===== src/rtl/tdsd_pkg.sv =====
package tdsd_pkg;

  typedef enum logic [1:0] {
    PH_TYPE,
    PH_VARINT,
    PH_FIXED,
    PH_PAYLOAD
  } phase_t;

  typedef enum logic [1:0] {
    ERR_NONE,
    ERR_TRUNC,
    ERR_VARINT_LONG,
    ERR_LEN_BIG
  } err_t;

  localparam logic [3:0] DT_NULL   = 4'd0;
  localparam logic [3:0] DT_BOOL   = 4'd1;
  localparam logic [3:0] DT_INT32  = 4'd2;
  localparam logic [3:0] DT_UINT32 = 4'd3;
  localparam logic [3:0] DT_INT64  = 4'd4;
  localparam logic [3:0] DT_UINT64 = 4'd5;
  localparam logic [3:0] DT_IPV4   = 4'd6;
  localparam logic [3:0] DT_IPV6   = 4'd7;
  localparam logic [3:0] DT_STR    = 4'd8;
  localparam logic [3:0] DT_BIN    = 4'd9;

  localparam logic [7:0] VARINT_ESC     = 8'd240;
  localparam logic [3:0] VARINT_MAX_IDX = 4'd9;
  localparam logic [7:0] BOOL_FLAG      = 8'h10;

  typedef struct packed {
    logic [3:0]  data_type;
    logic [63:0] value_low;
    logic [63:0] value_high;
    logic [7:0]  payload_byte;
    logic        is_payload;
    logic        last;
    err_t        error_code;
  } result_t;

endpackage


===== src/rtl/tdsd_decode.sv =====
module tdsd_decode
  import tdsd_pkg::*;
#(
  parameter int MAX_FRAME_BYTES = 16384
) (
  input  logic       clk,
  input  logic       rst_n,
  input  logic       step,
  input  logic [7:0] cur_byte,
  input  logic       cur_frame_end,
  output logic       res_vld,
  output result_t    res
);

  localparam int REM_W = $clog2(MAX_FRAME_BYTES + 1);

  phase_t           phase_r, phase_nxt;
  logic [3:0]       held_r, held_nxt;
  logic [63:0]      acc_r, acc_nxt;
  logic [3:0]       idx_r, idx_nxt;
  logic [REM_W-1:0] rem_r, rem_nxt;
  logic [63:0]      upper_r, upper_nxt;

  always_ff @(posedge clk) begin
    if (!rst_n) begin
      phase_r <= PH_TYPE;
      held_r  <= '0;
      acc_r   <= '0;
      idx_r   <= '0;
      rem_r   <= '0;
      upper_r <= '0;
    end else if (step) begin
      phase_r <= phase_nxt;
      held_r  <= held_nxt;
      acc_r   <= acc_nxt;
      idx_r   <= idx_nxt;
      rem_r   <= rem_nxt;
      upper_r <= upper_nxt;
    end
  end

  logic [5:0]       shamt;
  logic [63:0]      sum;
  logic [63:0]      sh_acc;
  logic [63:0]      sh_upper;
  logic [REM_W-1:0] rem_dec;
  logic             clr;
  phase_t           ph_tgt;
  logic [REM_W-1:0] rem_load;
  logic             done;
  logic [63:0]      done_val;
  logic             fail;
  err_t             fail_code;

  always_comb begin
    shamt    = 6'(7 * idx_r) - 6'd3;
    sum      = acc_r + (64'(cur_byte) << shamt);
    sh_acc   = {acc_r[55:0], cur_byte};
    sh_upper = {upper_r[55:0], acc_r[63:56]};
    rem_dec  = (rem_r != '0) ? rem_r - REM_W'(1) : rem_r;

    phase_nxt = phase_r;
    held_nxt  = held_r;
    acc_nxt   = acc_r;
    idx_nxt   = idx_r;
    rem_nxt   = rem_r;
    upper_nxt = upper_r;

    res_vld        = 1'b0;
    res            = '0;
    res.data_type  = held_r;
    res.error_code = ERR_NONE;

    clr       = 1'b0;
    ph_tgt    = PH_TYPE;
    rem_load  = '0;
    done      = 1'b0;
    done_val  = '0;
    fail      = 1'b0;
    fail_code = ERR_NONE;

    unique case (phase_r)
      PH_VARINT: begin
        if (idx_r == '0) begin
          if (cur_byte < VARINT_ESC) begin
            done     = 1'b1;
            done_val = 64'(cur_byte);
          end else begin
            acc_nxt = 64'(cur_byte);
            idx_nxt = 4'd1;
            if (cur_frame_end) begin
              fail      = 1'b1;
              fail_code = ERR_TRUNC;
            end
          end
        end else if (idx_r > VARINT_MAX_IDX) begin
          fail      = 1'b1;
          fail_code = ERR_VARINT_LONG;
        end else if (cur_byte[7]) begin
          if (idx_r == VARINT_MAX_IDX) begin
            fail      = 1'b1;
            fail_code = ERR_VARINT_LONG;
          end else if (cur_frame_end) begin
            fail      = 1'b1;
            fail_code = ERR_TRUNC;
          end else begin
            acc_nxt = sum;
            idx_nxt = idx_r + 4'd1;
          end
        end else begin
          done     = 1'b1;
          done_val = sum;
        end
      end
      PH_FIXED: begin
        upper_nxt = sh_upper;
        acc_nxt   = sh_acc;
        rem_nxt   = rem_dec;
        if (rem_dec == '0) begin
          clr            = 1'b1;
          res_vld        = 1'b1;
          res.value_low  = sh_acc;
          res.value_high = sh_upper;
          res.last       = 1'b1;
        end else if (cur_frame_end) begin
          fail      = 1'b1;
          fail_code = ERR_TRUNC;
        end
      end
      PH_PAYLOAD: begin
        rem_nxt          = rem_dec;
        res_vld          = 1'b1;
        res.payload_byte = cur_byte;
        res.is_payload   = 1'b1;
        if (rem_dec == '0) begin
          clr      = 1'b1;
          res.last = 1'b1;
        end else if (cur_frame_end) begin
          fail      = 1'b1;
          fail_code = ERR_TRUNC;
        end
      end
      default: begin
        clr           = 1'b1;
        held_nxt      = cur_byte[3:0];
        res.data_type = cur_byte[3:0];
        unique case (cur_byte[3:0]) inside
          DT_BOOL: begin
            res_vld       = 1'b1;
            res.value_low = 64'((cur_byte & BOOL_FLAG) != 8'd0);
            res.last      = 1'b1;
          end
          DT_INT32, DT_UINT32, DT_INT64, DT_UINT64, DT_STR, DT_BIN: begin
            ph_tgt = PH_VARINT;
          end
          DT_IPV4: begin
            ph_tgt   = PH_FIXED;
            rem_load = REM_W'(4);
          end
          DT_IPV6: begin
            ph_tgt   = PH_FIXED;
            rem_load = REM_W'(16);
          end
          default: begin
            res_vld  = 1'b1;
            res.last = 1'b1;
          end
        endcase
        if (!res_vld && cur_frame_end) begin
          fail      = 1'b1;
          fail_code = ERR_TRUNC;
        end
      end
    endcase

    if (done) begin
      clr = 1'b1;
      if (held_r == DT_STR || held_r == DT_BIN) begin
        if (done_val > 64'(MAX_FRAME_BYTES)) begin
          fail      = 1'b1;
          fail_code = ERR_LEN_BIG;
        end else if (done_val == '0) begin
          res_vld  = 1'b1;
          res.last = 1'b1;
        end else if (cur_frame_end) begin
          fail      = 1'b1;
          fail_code = ERR_TRUNC;
        end else begin
          ph_tgt        = PH_PAYLOAD;
          rem_load      = REM_W'(done_val);
          res_vld       = 1'b1;
          res.value_low = done_val;
        end
      end else begin
        res_vld       = 1'b1;
        res.value_low = done_val;
        res.last      = 1'b1;
      end
    end

    if (fail) begin
      clr            = 1'b1;
      ph_tgt         = PH_TYPE;
      rem_load       = '0;
      res_vld        = 1'b1;
      res.value_low  = '0;
      res.value_high = '0;
      res.last       = 1'b1;
      res.error_code = fail_code;
    end

    if (clr) begin
      phase_nxt = ph_tgt;
      acc_nxt   = '0;
      idx_nxt   = '0;
      rem_nxt   = rem_load;
      upper_nxt = '0;
    end
  end

endmodule


===== src/rtl/typed_data_stream_decoder_core.sv =====
// channel | valid     | stall     | payload
// --------+-----------+-----------+---------------------------------------------
// in      | in_valid  | in_stall  | in_byte, in_frame_end
// out     | out_valid | out_stall | out_data_type, out_value_low/high,
//         |           |           | out_payload_byte, out_is_payload, out_last,
//         |           |           | out_error_code
//
// One input item per cycle while in_stall is low.
// Path: input register -> decode step against element state -> result register.
// An item that produces no result still takes one step slot.
// out_stall holds the result register; in_stall rises when the input register
// is full and the result register cannot take its step.
// rst_n is synchronous; no clearing pass, the block accepts right after reset.
module typed_data_stream_decoder_core
  import tdsd_pkg::*;
#(
  parameter int MAX_FRAME_BYTES = 16384
) (
  input  logic        clk,
  input  logic        rst_n,
  input  logic        in_valid,
  output logic        in_stall,
  input  logic [7:0]  in_byte,
  input  logic        in_frame_end,
  output logic        out_valid,
  input  logic        out_stall,
  output logic [3:0]  out_data_type,
  output logic [63:0] out_value_low,
  output logic [63:0] out_value_high,
  output logic [7:0]  out_payload_byte,
  output logic        out_is_payload,
  output logic        out_last,
  output logic [1:0]  out_error_code
);

  logic       s1_vld_r;
  logic [7:0] s1_byte_r;
  logic       s1_fe_r;
  logic       out_vld_r;
  result_t    out_res_r;
  logic       out_free;
  logic       step;
  logic       res_vld;
  result_t    res;

  assign out_free = !out_vld_r || !out_stall;
  assign step     = s1_vld_r && out_free;
  assign in_stall = s1_vld_r && !out_free;

  always_ff @(posedge clk) begin
    if (!rst_n) begin
      s1_vld_r <= 1'b0;
    end else if (!in_stall) begin
      s1_vld_r <= in_valid;
    end
  end

  always_ff @(posedge clk) begin
    if (in_valid && !in_stall) begin
      s1_byte_r <= in_byte;
      s1_fe_r   <= in_frame_end;
    end
  end

  tdsd_decode #(
    .MAX_FRAME_BYTES(MAX_FRAME_BYTES)
  ) u_decode (
    .clk          (clk),
    .rst_n        (rst_n),
    .step         (step),
    .cur_byte     (s1_byte_r),
    .cur_frame_end(s1_fe_r),
    .res_vld      (res_vld),
    .res          (res)
  );

  always_ff @(posedge clk) begin
    if (!rst_n) begin
      out_vld_r <= 1'b0;
    end else if (out_free) begin
      out_vld_r <= step && res_vld;
    end
  end

  always_ff @(posedge clk) begin
    if (out_free && step && res_vld) begin
      out_res_r <= res;
    end
  end

  assign out_valid        = out_vld_r;
  assign out_data_type    = out_res_r.data_type;
  assign out_value_low    = out_res_r.value_low;
  assign out_value_high   = out_res_r.value_high;
  assign out_payload_byte = out_res_r.payload_byte;
  assign out_is_payload   = out_res_r.is_payload;
  assign out_last         = out_res_r.last;
  assign out_error_code   = out_res_r.error_code;

  a_err_is_last: assert property (@(posedge clk) disable iff (!rst_n)
    out_valid && (out_error_code != ERR_NONE) |-> out_last)
    else $error("error result without last");

  a_payload_err: assert property (@(posedge clk) disable iff (!rst_n)
    out_valid && out_is_payload |->
      (out_error_code == ERR_NONE || out_error_code == ERR_TRUNC))
    else $error("payload result with varint or length error");

  a_high_ipv6: assert property (@(posedge clk) disable iff (!rst_n)
    out_valid && (out_value_high != '0) |-> (out_data_type == DT_IPV6))
    else $error("upper half set on non-ipv6 element");

  a_no_stray_byte: assert property (@(posedge clk) disable iff (!rst_n)
    out_valid && !out_is_payload |-> (out_payload_byte == '0))
    else $error("payload byte on header result");

endmodule

===== config.mk =====
export PLATFORM = sky130hd
export DESIGN_NAME = typed_data_stream_decoder_core
export DESIGN_NICKNAME = d
export VERILOG_FILES = /design/src/rtl/tdsd_pkg.sv /design/src/rtl/tdsd_decode.sv /design/src/rtl/typed_data_stream_decoder_core.sv
export SDC_FILE = /design/constraint.sdc
export NUM_CORES = 1
export LEC_CHECK = 0
export ABC_AREA = 1
export BUFFER_PORTS_ARGS = -buffer_cell sky130_fd_sc_hd__clkbuf_2
export CAP_MARGIN = 20
export CORE_MARGIN = 5
export CORE_UTILIZATION = 50
export CTS_BUF_LIST = sky130_fd_sc_hd__clkbuf_8
export DETAILED_ROUTE_END_ITERATION = 10
export PLACE_DENSITY = 0.68
export SLEW_MARGIN = 20
export SYNTH_ARGS = -nofsm -noshare
export SYNTH_HDL_FRONTEND = slang
export SYNTH_SLANG_ARGS = --single-unit

===== constraint.sdc =====
create_clock -name clk -period 12.05 [get_ports clk]
set_input_delay 0.6025 -clock clk [delete_from_list [all_inputs] [get_ports clk]]
set_output_delay 0.6025 -clock clk [all_outputs]
set_load 0.01 [all_outputs]

After elaboration in Yosys (flattened, before gate mapping)
Index checks and enable logic that the tools add are counted.
Word-level totals
  flip-flop bits (word level): 300
  latch bits: 0
  memory bits (writable): 0
  bits in read-only memories: 0
  bits of input ports: 13
  output and inout bits: 146
  word-level logic and storage cells: 190
  memories: 0
Cells by class
  add/subtract/negate cells: 4
  multipliers: 1
  divide/modulo/power cells: 0
  magnitude comparators: 3
  equality and inequality tests: 24
  shift operators: 1
  mux-type cells: 103
  bitwise logic cells: 2
  reduce and logical (&&, ||, !) cells: 35
Operator list (number)
  64-bit two-way mux: 16
  64-bit one-hot mux with 2 select lines: 2
  15-bit two-way mux: 10
  128-bit two-way mux: 1
  56-bit two-way mux: 2
  64-bit adder: 1
  64-bit by 15-bit greater-than comparator with 1-bit output, second input constant: 1
  64-bit logical NOT: 1
  8-bit by 6-bit << shifter with 64-bit output: 1
  1-bit two-way mux: 37
  2-bit two-way mux: 18
  4-bit two-way mux: 9
  4-bit == test, second input constant: 5
  4-bit by 3-bit == test with 1-bit output, second input constant: 4
  4-bit by 2-bit != test with 1-bit output, second input constant: 4
  15-bit logical NOT: 1
  15-bit nonzero test: 1
  15-bit by 1-bit subtractor with 15-bit output, second input constant: 1
  7-bit AND reduction: 2
  5-bit one-hot mux with 2 select lines: 1
  3-bit by 1-bit != test with 1-bit output, second input constant: 3
  4-bit by 2-bit == test with 1-bit output, second input constant: 2
  8-bit < comparator, second input constant: 1
  8-bit two-way mux: 1
  24 further kinds: 48

Logic depth before layout (Yosys ltp)
Gate-level depths: netlist of the first run.
  word-level depth: 16
  depth in mapped cells: 44
  depth with buffers taken out: 42

Hierarchy
Synthesis of the first run repeated with hierarchy kept, for this count alone.
Second synthesis, totals
  cells, all modules: 3652
  area total of the unflattened synthesis: 22675.5 um^2
Modules (own cells, without submodules)
  tdsd_decode: instances 1, cells an instance 3482, area each 17977.2 um^2, sequential area each 2902.8 um^2
  typed_data_stream_decoder_core: instances 1, cells an instance 170, area each 4698.3 um^2, sequential area each 4634.4 um^2

Worst setup path before layout of the first run
No wires, ideal clock.
  path type: reg2reg
  start point: register u_decode.idx_r[2]
  end point: register out_res_r, in the netlist out_data_type[0], enable pin
  library setup time: 496 ps
  arrival: 7644 ps
  data required time: 11554 ps
  setup slack: 3910 ps
  stages on the path, launching flop included: 38
  path buffers: 2
  period minus slack after synthesis: 8140 ps
  cell sequence: dfxtp_1 > inv_1 > ha_1 > inv_1 > fa_1 > ha_1 > xor2_1 > clkbuf_1 > clkbuf_1 > nor2_1 > nand2_1 > nor2_1 > ha_1 > inv_1 > fa_1 > inv_1 > nand3_1 > nand2_1 > (+2 left out) > nand2_1 > nand2_1 > nand2_1 > nand2_1 > nor2_1 > nor2_1 > nand2_1 > nand2_1 > nor2_1 > nand2_1 > nor2_2 > nand3_1 > nand2_1 > nand2_1 > nand2_4 > nand2_1 > o21ai_0 > inv_1
Between the ends
  longest elaborated chain between the ends: 15
  elaborated cells between the ends (all ways): 32
  those cells by class: add/sub: 2; mul: 1; order compare: 2; eq/ne: 1; shift: 1; mux: 22; reduce/logical: 3
RTL lines
  start, declared: RTL line tdsd_decode.sv:20  | logic [3:0] idx_r, idx_nxt;
  start signal, assigned: RTL line tdsd_decode.sv:36  | idx_r <= idx_nxt;
  parallel branches: the longest is 13 deep, another holds 64-bit adder
  1-bit two-way mux *: RTL line tdsd_decode.sv:201  | if (fail) begin
  1-bit logical AND *: RTL line typed_data_stream_decoder_core.sv:86  | if (out_free && step && res_vld) begin
  end signal, assigned: RTL line typed_data_stream_decoder_core.sv:87  | out_res_r <= res;
  end, declared: RTL line typed_data_stream_decoder_core.sv:40  | result_t out_res_r;
Mark *: on every way between the ends.
A chain may end at the register's enable or synchronous reset.

Final worst setup path of the first run
  start point: register u_decode.idx_r[0]
  end point: register out_res_r, in the netlist out_value_high[57], enable pin
Same word-level chain as after synthesis.

==> metrics.md, run 1 <==
| Metric | Value |
|---|---|
| Result of the run | finished, final reports clean |
| Maximum vdd drop | 0.0967 mV |
| Number of design-rule violations left by the first detailed-router iteration | 2,699 |
| Layout cell share with drive strength beyond 1 | 8.91% |
| Commonest non-fill, non-tap cell in the layout | sky130_fd_sc_hd__nand2_1 |
| RSZ-0062 raised after global routing | no |
| Depth of the worst hold-timing path | 1 |
| Origin of the worst min-delay path | in_byte[3] |
| Final RePlAce weighted congestion | 1.00 |
| MaxCap Viol Count | 0 |
| Net count after synthesis | 3,457 |
| Register-to-register path setup slack | 2.79 ns |
| Detailed-placement wirelength estimate | 63,200 um |
| Actual transition at the worst max-transition pin | 1.07 ns |
| CP dominant cell by count | sky130_fd_sc_hd__nand2_1 |
| Width of the chip | 218 um |
| CP Data Arrival Time | 9.53 ns |
| LEAKAGE | 11.1 nW |
| DRC viols | 0 |
| Number of distinct library cells after synthesis | 48 |
| Cell type of the slowest stage on the worst timing path | sky130_fd_sc_hd__dfxtp_1 |
| Number of antenna violations at the first check in global routing | 1 |
| EDFF count, synth | 153 |
| Worst reg2reg startpoint | u_decode.idx_r[0]$_SDFFE_PN0P_ |
| Final setup violation count | 0 |
| H-tree depth | 2 |
| Total vias in the final route | 22,600 |
| Max Transition Viols Final | 0 |
| Clock network latency to the later pin of the worst-skew pair | 0.67 ns |
| Drt first pass iters | 6 |
| Cell Count, Final, Fillers Out | 4,077 |
| Count of yosys warnings during synthesis | 0 |
| Num rows | 76 |
| Input/output buffers | 158 |
| Count of nets after finishing | 3,547 |
| Minimum clock period | 9.26 ns |
| Element type at the critical path start | flop |
| Crit path kind | flop to flop |
| Worst-case reg-to-reg path depth | 34 |
| Power density relative to cell area | 107 nW/um^2 |
| Total global routing track utilization | 34.1% |
| Clock transition at path regs | 0.07 ns |
| Most frequent cells in the layout | sky130_fd_sc_hd__nand2_1 (992), sky130_fd_sc_hd__inv_1 (528), sky130_fd_sc_hd__nor2_1 (389), sky130_fd_sc_hd__a21oi_1 (301), sky130_fd_sc_hd__nand3_1 (274) |
| Via density per instance | 5.55 |
| Post-route clock skew | 0.0515 ns |
| Die span in y | 218 um |
| Capture point of the worst reg-to-reg path | out_value_high[57]$_SDFFCE_PP0P_ |
| Drt total wl | 83,200 um |
| Std-Cell Core Area | 42,900 sq um |
| Part of the cycle the worst path needs | 76.8% |
| Cell at the root of the clock tree | sky130_fd_sc_hd__clkbuf_8 |
| Pin count of the biggest net entering global routing | 102 |
| Total count of hold-check failures in the final report | 0 |
| Vias in the first global route | 21,100 |
| Total CTS buffers | 52 |
| Post-synthesis sequential element count | 300 |
| Count of clock tree sinks | 300 |
| Mapped Avg Cell Area | 6.43 sq um |
| Hold_buf cts | 0 |
| Total instance count after detailed placement | 3,979 |
| Highest net fanout along the worst path | 101 |
| Synth Cell Area | 21,600 sq um |
| Setup_tns | 0 ns |
| Req. time, crit path | 12.32 ns |
| Number of top-level design ports | 159 |
| Worst hold-check path type | input pin to flop |
| Async S/R FF share, synth | 0% |
| # fillers | 4,282 |
| Delay of the slowest cell on the worst path | 0.84 ns |
| Headroom to the max-slew limit | 28.4% |
| Main synth FF type | sky130_fd_sc_hd__edfxtp_1 |
| Number of gates resized after CTS | 0 |
| Starting utilization of the core area | 50.4% |
| First-pass GRT wire length | 125,000 um |
| Fmax achieved | 108 MHz |
| Remaining global-route overflow | 0 |
| Clock tree from TritonCTS | done |
| Post-DRT Antenna Nets | 0 |
| Overall die area | 47,400 sq um |
| Post-DR wirelength/cell | 20.4 um |
| Element type at the critical path end | flop |
| Synth-to-layout area growth | 10.5% |
| Sequential cell area fraction in the yosys report | 34.9% |
| Maximum buffer depth of the clock tree | 3 |
| Hold-critical path endpoint | s1_byte_r[3]$_DFFE_PP_ |
| Post-CTS Setup Repair Bufs | 0 |
| Synthesized instance count | 3,359 |
[cell type report]
| type | count | area, sq um | share of cell area (%) |
|---|---|---|---|
| repair buffers | 179 | 961 | 4.03 |
| clock inverters | 28 | 223 | 0.933 |
| clock buffers | 68 | 936 | 3.92 |
| flip-flops and latches | 300 | 7540 | 31.6 |
| diodes | 1 | 2.50 | 0.0105 |
| multi-input cells | 2391 | 11500 | 48.2 |
| inverters | 525 | 1980 | 8.29 |
| well taps | 585 | 732 | 3.07 |
[registers in the layout, summed over array words and instances (netlist names), 2 cells and up]
signal            count
u_decode.upper_r     56
out_error_code        2
out_data_type         4
out_value_low        64
u_decode.held_r       4
out_value_high       64
u_decode.rem_r       15
out_payload_byte      8
u_decode.phase_r      2
s1_byte_r             8
u_decode.acc_r       64
u_decode.idx_r        4
[report_power, final]
part / internal, mW / total [mW] / switching, mW
logic: 0.0999 / 0.383 / 0.283
clock network: 0.575 / 1.04 / 0.460
registers: 1.11 / 1.14 / 0.0233
[Yosys cell counts, types with 3 or more instances]
library cell / count / area (sq um)
sky130_fd_sc_hd__nand2_1: 995 / 3730
sky130_fd_sc_hd__inv_1: 516 / 1940
sky130_fd_sc_hd__nor2_1: 392 / 1470
sky130_fd_sc_hd__a21oi_1: 301 / 1510
sky130_fd_sc_hd__nand3_1: 274 / 1370
sky130_fd_sc_hd__edfxtp_1: 153 / 4590
sky130_fd_sc_hd__dfxtp_1: 147 / 2940
sky130_fd_sc_hd__ha_1: 82 / 1030
sky130_fd_sc_hd__o21ai_0: 77 / 385
sky130_fd_sc_hd__clkbuf_1: 72 / 270
sky130_fd_sc_hd__nand4_1: 66 / 413
sky130_fd_sc_hd__a211oi_1: 59 / 443
sky130_fd_sc_hd__buf_2: 43 / 215
sky130_fd_sc_hd__nor3_1: 31 / 155
sky130_fd_sc_hd__nand3b_1: 22 / 165
sky130_fd_sc_hd__buf_1: 20 / 75.1
sky130_fd_sc_hd__or2_2: 10 / 62.6
sky130_fd_sc_hd__xor2_1: 10 / 87.6
sky130_fd_sc_hd__xnor2_1: 9 / 78.8
sky130_fd_sc_hd__inv_2: 7 / 26.3
sky130_fd_sc_hd__o22ai_1: 7 / 43.8
sky130_fd_sc_hd__nor2_2: 6 / 37.5
sky130_fd_sc_hd__o21bai_1: 6 / 45.0
sky130_fd_sc_hd__a31oi_1: 5 / 31.3
sky130_fd_sc_hd__buf_6: 5 / 56.3
sky130_fd_sc_hd__mux2_2: 5 / 56.3
sky130_fd_sc_hd__and2_1: 3 / 18.8
sky130_fd_sc_hd__buf_4: 3 / 22.5
sky130_fd_sc_hd__fa_1: 3 / 60.1
sky130_fd_sc_hd__nand2_2: 3 / 18.8
sky130_fd_sc_hd__nor2_4: 3 / 33.8
sky130_fd_sc_hd__nor3_2: 3 / 30.0
[worst max path at each step]
| stage | slack [ns] | from | endpoint | cells after the start |
|---|---|---|---|---|
| 2_1_floorplan | 3.91 | u_decode.idx_r[2]$_SDFFE_PN0P_ | out_data_type[0]$_DFFE_PP_ | 37 |
| 3_3_place_gp | 3.30 | u_decode.idx_r[0]$_SDFFE_PN0P_ | out_value_low[59]$_SDFFCE_PN0P_ | 33 |
| 3_5_place_dp | 3.00 | u_decode.idx_r[0]$_SDFFE_PN0P_ | out_value_low[47]$_SDFFCE_PN0P_ | 34 |
| 4_1_cts | 2.98 | u_decode.idx_r[0]$_SDFFE_PN0P_ | out_value_low[47]$_SDFFCE_PN0P_ | 34 |
| 5_1_grt | 2.10 | u_decode.idx_r[0]$_SDFFE_PN0P_ | out_value_high[57]$_SDFFCE_PP0P_ | 34 |
| 6_report | 2.79 | u_decode.idx_r[0]$_SDFFE_PN0P_ | out_value_high[57]$_SDFFCE_PP0P_ | 34 |
[kinds of logic (layout without fill, tap and decap cells)]
family | count (synthesis) | after routing | synth area share [%]
XOR/XNOR | 19 | 19 | 0.771
adder cells (fa/ha/maj) | 85 | 85 | 5.03
multiplexers | 5 | 5 | 0.261
flip-flops | 300 | 300 | 34.9
buffers and inverters | 668 | 800 | 12.1
AND/OR/NAND/NOR | 1816 | 1816 | 35.1
other | 0 | 1 | 0
AO/OA/AOI/OAI | 466 | 466 | 11.8
[worst max-delay path: cells and delay by family (launching register included)]
kind / cells / cell delay [ns]
fa+ha+maj: 4 / 1.62
flops: 1 / 0.84
compound gates: 3 / 0.58
buf+inv: 6 / 2.05
simple gates: 21 / 3.55
[through the flow]
step | power [mW] | hold WS [ns] | utilization, % | area [sq um] | setup WS (ns)
detailed placement | 1.53 | 0.473 | 52.9 | 22700 | 3.00
global route | 2.65 | 0.102 | 55.6 | 23900 | 2.10
CTS | 2.56 | 0.112 | 55.6 | 23800 | 2.98
finish | 2.56 | 0.144 | 55.6 | 23900 | 2.79
floorplan | 1.40 | 0.439 | - | 21600 | 3.91
global placement | 1.53 | 0.451 | 52.9 | 22700 | 3.30
[routing by layer]
layer / wire length [um] / global-route usage (%)
met1: 35100 / 47.2
met2: 36100 / 52.9
met3: 8620 / 7.01
met4: 3380 / 13.0
met5: 11 / 0
Power figures use the tool's default switching activity.
==> inputs of run 2 (changes only) <==
PLACE_DENSITY = 0.71   (was 0.68)
clock period = 8.45 ns   (was 12.05 ns; I/O delays follow)
==> metrics.md, run 2 (same netlist as run 1, synthesis figures left out) <==
| Metric | Value |
|---|---|
| Result of the run | finished, final reports clean (unchanged) |
| RSZ-0062 raised after global routing | no (unchanged) |
| Hold Worst Slack | 0.124 ns (was 0.144 ns) |
| Element type at the critical path start | flop (unchanged) |
| Combinational fraction of design power | 15.2% (was 15.0%) |
| Area used by multi-input combinational logic | 11,500 sq um (unchanged) |
| Worst-case reg-to-reg path depth | 35 (was 34) |
| DRC viols | 0 (unchanged) |
| Final setup violation count | 0 (unchanged) |
| Count of nets after finishing | 3,564 (was 3,547) |
| Total global routing track utilization | 31.5% (was 34.1%) |
| Post-DRT Antenna Nets | 0 (unchanged) |
| Part of the total power dissipated in sequential elements | 45.3% (was 44.5%) |
| Clock network latency to the later pin of the worst-skew pair | 0.69 ns (was 0.67 ns) |
| Post-route clock skew | 0.0566 ns (was 0.0515 ns) |
| Worst hold-check path type | input pin to flop (unchanged) |
| Switching share of power | 29.8% (was 30.0%) |
| Element type at the critical path end | flop (unchanged) |
| Actual transition at the worst max-transition pin | 1.04 ns (was 1.07 ns) |
| Total count of hold-check failures in the final report | 0 (unchanged) |
| Pin count of the biggest net entering global routing | 87 (was 102) |
| Cell at the root of the clock tree | sky130_fd_sc_hd__clkbuf_8 (unchanged) |
| Final standard cell utilization of the core | 56.1% (was 55.6%) |
| Post-DR wirelength/cell | 18.8 um (was 20.4 um) |
| Delay of the slowest cell on the worst path | 0.53 ns (was 0.84 ns) |
| Detailed-placement wirelength estimate | 58,400 um (was 63,200 um) |
| Part of the cycle the worst path needs | 91.2% (was 76.8%) |
| Starting utilization of the core area | 50.4% (unchanged) |
| Clock tree from TritonCTS | done (unchanged) |
| MaxCap Viol Count | 0 (unchanged) |
| Req. time, crit path | 8.81 ns (was 12.32 ns) |
| Width of the chip | 218 um (unchanged) |
| Num rows | 76 (unchanged) |
| Number of antenna violations at the first check in global routing | 0 (was 1) |
| Vias in the first global route | 20,200 (was 21,100) |
| Worst slack, placed | 0.643 ns (was 3.00 ns) |
| Fmax achieved | 130 MHz (was 108 MHz) |
| Commonest non-fill, non-tap cell in the layout | sky130_fd_sc_hd__nand2_1 (unchanged) |
| Total CTS buffers | 51 (was 52) |
| Via density per instance | 5.43 (was 5.55) |
| Maximum vdd drop | 0.127 mV (was 0.0967 mV) |
| Overall die area | 47,400 sq um (unchanged) |
| First-pass GRT wire length | 117,000 um (was 125,000 um) |
| Synth-to-layout area growth | 11.3% (was 10.5%) |
| CP dominant cell by count | sky130_fd_sc_hd__nand2_1 (unchanged) |
| Drt first pass iters | 6 (unchanged) |
| Maximum buffer depth of the clock tree | 3 (unchanged) |
| Clk pwr share | 39.4% (was 40.5%) |
| Total vias in the final route | 22,200 (was 22,600) |
| Setup_tns | 0 ns (unchanged) |
| Post-layout worst setup margin | 0.743 ns (was 2.79 ns) |
| Worst reg2reg startpoint | u_decode.idx_r[2]$_SDFFE_PN0P_ (was u_decode.idx_r[0]$_SDFFE_PN0P_) |
| Capture point of the worst path | out_value_high[37]$_SDFFCE_PP0P_ (was out_value_high[57]$_SDFFCE_PP0P_) |
| FF/Latch Area | 7540 sq um (unchanged) |
| Most frequent cells in the layout | sky130_fd_sc_hd__nand2_1 (990), sky130_fd_sc_hd__inv_1 (528), sky130_fd_sc_hd__nor2_1 (389), sky130_fd_sc_hd__a21oi_1 (301), sky130_fd_sc_hd__nand3_1 (274) (was sky130_fd_sc_hd__nand2_1 (992), sky130_fd_sc_hd__inv_1 (528), sky130_fd_sc_hd__nor2_1 (389), sky130_fd_sc_hd__a21oi_1 (301), sky130_fd_sc_hd__nand3_1 (274)) |
| Max Transition Viols Final | 0 (unchanged) |
| Capture point of the worst reg-to-reg path | out_value_high[37]$_SDFFCE_PP0P_ (was out_value_high[57]$_SDFFCE_PP0P_) |
| Std-Cell Core Area | 42,900 sq um (unchanged) |
| Final antenna diode count | 0 (was 1) |
| Cell type of the slowest stage on the worst timing path | sky130_fd_sc_hd__o21ai_0 (was sky130_fd_sc_hd__dfxtp_1) |
| Crit path kind | flop to flop (unchanged) |
| Drt total wl | 76,900 um (was 83,200 um) |
| Register-to-register path setup slack | 0.74 ns (was 2.79 ns) |
| Worst setup path startpoint | u_decode.idx_r[2]$_SDFFE_PN0P_ (was u_decode.idx_r[0]$_SDFFE_PN0P_) |
| Minimum clock period | 7.71 ns (was 9.26 ns) |
| Highest net fanout along the worst path | 64 (was 101) |
| H-tree depth | 2 (unchanged) |
| Remaining global-route overflow | 0 (unchanged) |
| Count of clock tree sinks | 300 (unchanged) |
| # fillers | 4,368 (was 4,282) |
| CP Data Arrival Time | 8.07 ns (was 9.53 ns) |
| Die span in y | 218 um (unchanged) |
| Number of design-rule violations left by the first detailed-router iteration | 2,234 (was 2,699) |
| Power Internal | 2.50 mW (was 1.79 mW) |
| Layout cell share with drive strength beyond 1 | 9.01% (was 8.91%) |
| Number of top-level design ports | 159 (unchanged) |
| Input/output buffers | 158 (unchanged) |
| Clock transition at path regs | 0.06 ns (was 0.07 ns) |
| LEAKAGE | 11.2 nW (was 11.1 nW) |
| Power density relative to cell area | 148 nW/um^2 (was 107 nW/um^2) |
| NetSw | 1.06 mW (was 0.766 mW) |
| Final RePlAce weighted congestion | 1.02 (was 1.00) |
| Headroom to the max-slew limit | 30.2% (was 28.4%) |
[run 2: changes by cell type in the layout (fill, tap and decap cells not counted), sizes merged]
| cell | before | now |
|---|---|---|
| clkinv | 10 | 20 |
| inv | 540 | 537 |
| clkbuf | 226 | 216 |
| dlygate4sd3 | 0 | 9 |
| diode | 1 | 0 |
| bufinv | 3 | 4 |
| clkinvlp | 0 | 2 |
| buf | 21 | 30 |
[run 2: stage by stage]
stage | instance area [sq um] | std cells | total power, mW
after global routing | 24000 | 4094 | 3.73
after floorplan | 21600 | 3359 | 1.99
final | 24000 | 4094 | 3.57
after CTS | 24000 | 4094 | 3.59
after global placement | 22800 | 3989 | 2.18
after detailed placement | 22800 | 3989 | 2.18
[run 2: what timing repair did]
action,4_1_cts,5_1_grt
setup endpoints to repair,0,307
resized for setup,0,2
hold buffers,9,0
endpoints found under the hold margin,9,0
buffers inserted,0,0
[run 2: power by group through the flow]
stage | Clock [mW] | Sequential [mW] | Combinational [mW]
3_5_place_dp | 0 | 1.65 | 0.529
4_1_cts | 1.44 | 1.62 | 0.535
3_3_place_gp | 0 | 1.65 | 0.530
5_1_grt | 1.51 | 1.62 | 0.593
2_1_floorplan | 0 | 1.67 | 0.323
6_report | 1.41 | 1.62 | 0.544
[run 2: area by class of cell]
type / instances / share of cell area, %
Clock inverter: 38 / 1.26
Multi-Input combinational cell: 2391 / 47.8
Clock buffer: 58 / 3.32
Tap cell: 585 / 3.04
Sequential cell: 300 / 31.3
Timing Repair Buffer: 197 / 5.02
Inverter: 525 / 8.23
[run 2: worst min-delay path by stage]
| stage | startpoint | endpoint | cells after the start |
|---|---|---|---|
| final | in_valid | s1_vld_r$_SDFFE_PN0N_ | 3 |
| after global routing | in_valid | s1_vld_r$_SDFFE_PN0N_ | 3 |
| after CTS | in_valid | s1_vld_r$_SDFFE_PN0N_ | 3 |
| after detailed placement | u_decode.held_r[2]$_SDFFE_PN0P_ | u_decode.held_r[2]$_SDFFE_PN0P_ | 2 |
| after global placement | u_decode.held_r[2]$_SDFFE_PN0P_ | u_decode.held_r[2]$_SDFFE_PN0P_ | 2 |
| after floorplan | u_decode.held_r[2]$_SDFFE_PN0P_ | u_decode.held_r[2]$_SDFFE_PN0P_ | 2 |
[run 2: worst max-delay path: cells and delay by family (launching register included)]
kind            cells  cell delay (ns)
compound gates      1             0.53
xor+xnor            1             0.18
fa+ha+maj           4             1.46
buf+inv             7             1.76
flops               1             0.48
simple gates       22             2.93
[run 2: routing by layer]
metal  share of wire, %  GRT usage, %  up-vias  wire, um
met1                 42          43.3    10000     32600
met3                8.6          5.18      179      6640
met2                 45          50.0     1017     34300
met5                  0             0        -         0
li1                   -             -    11000         -
met4                4.3          12.5        0      3340
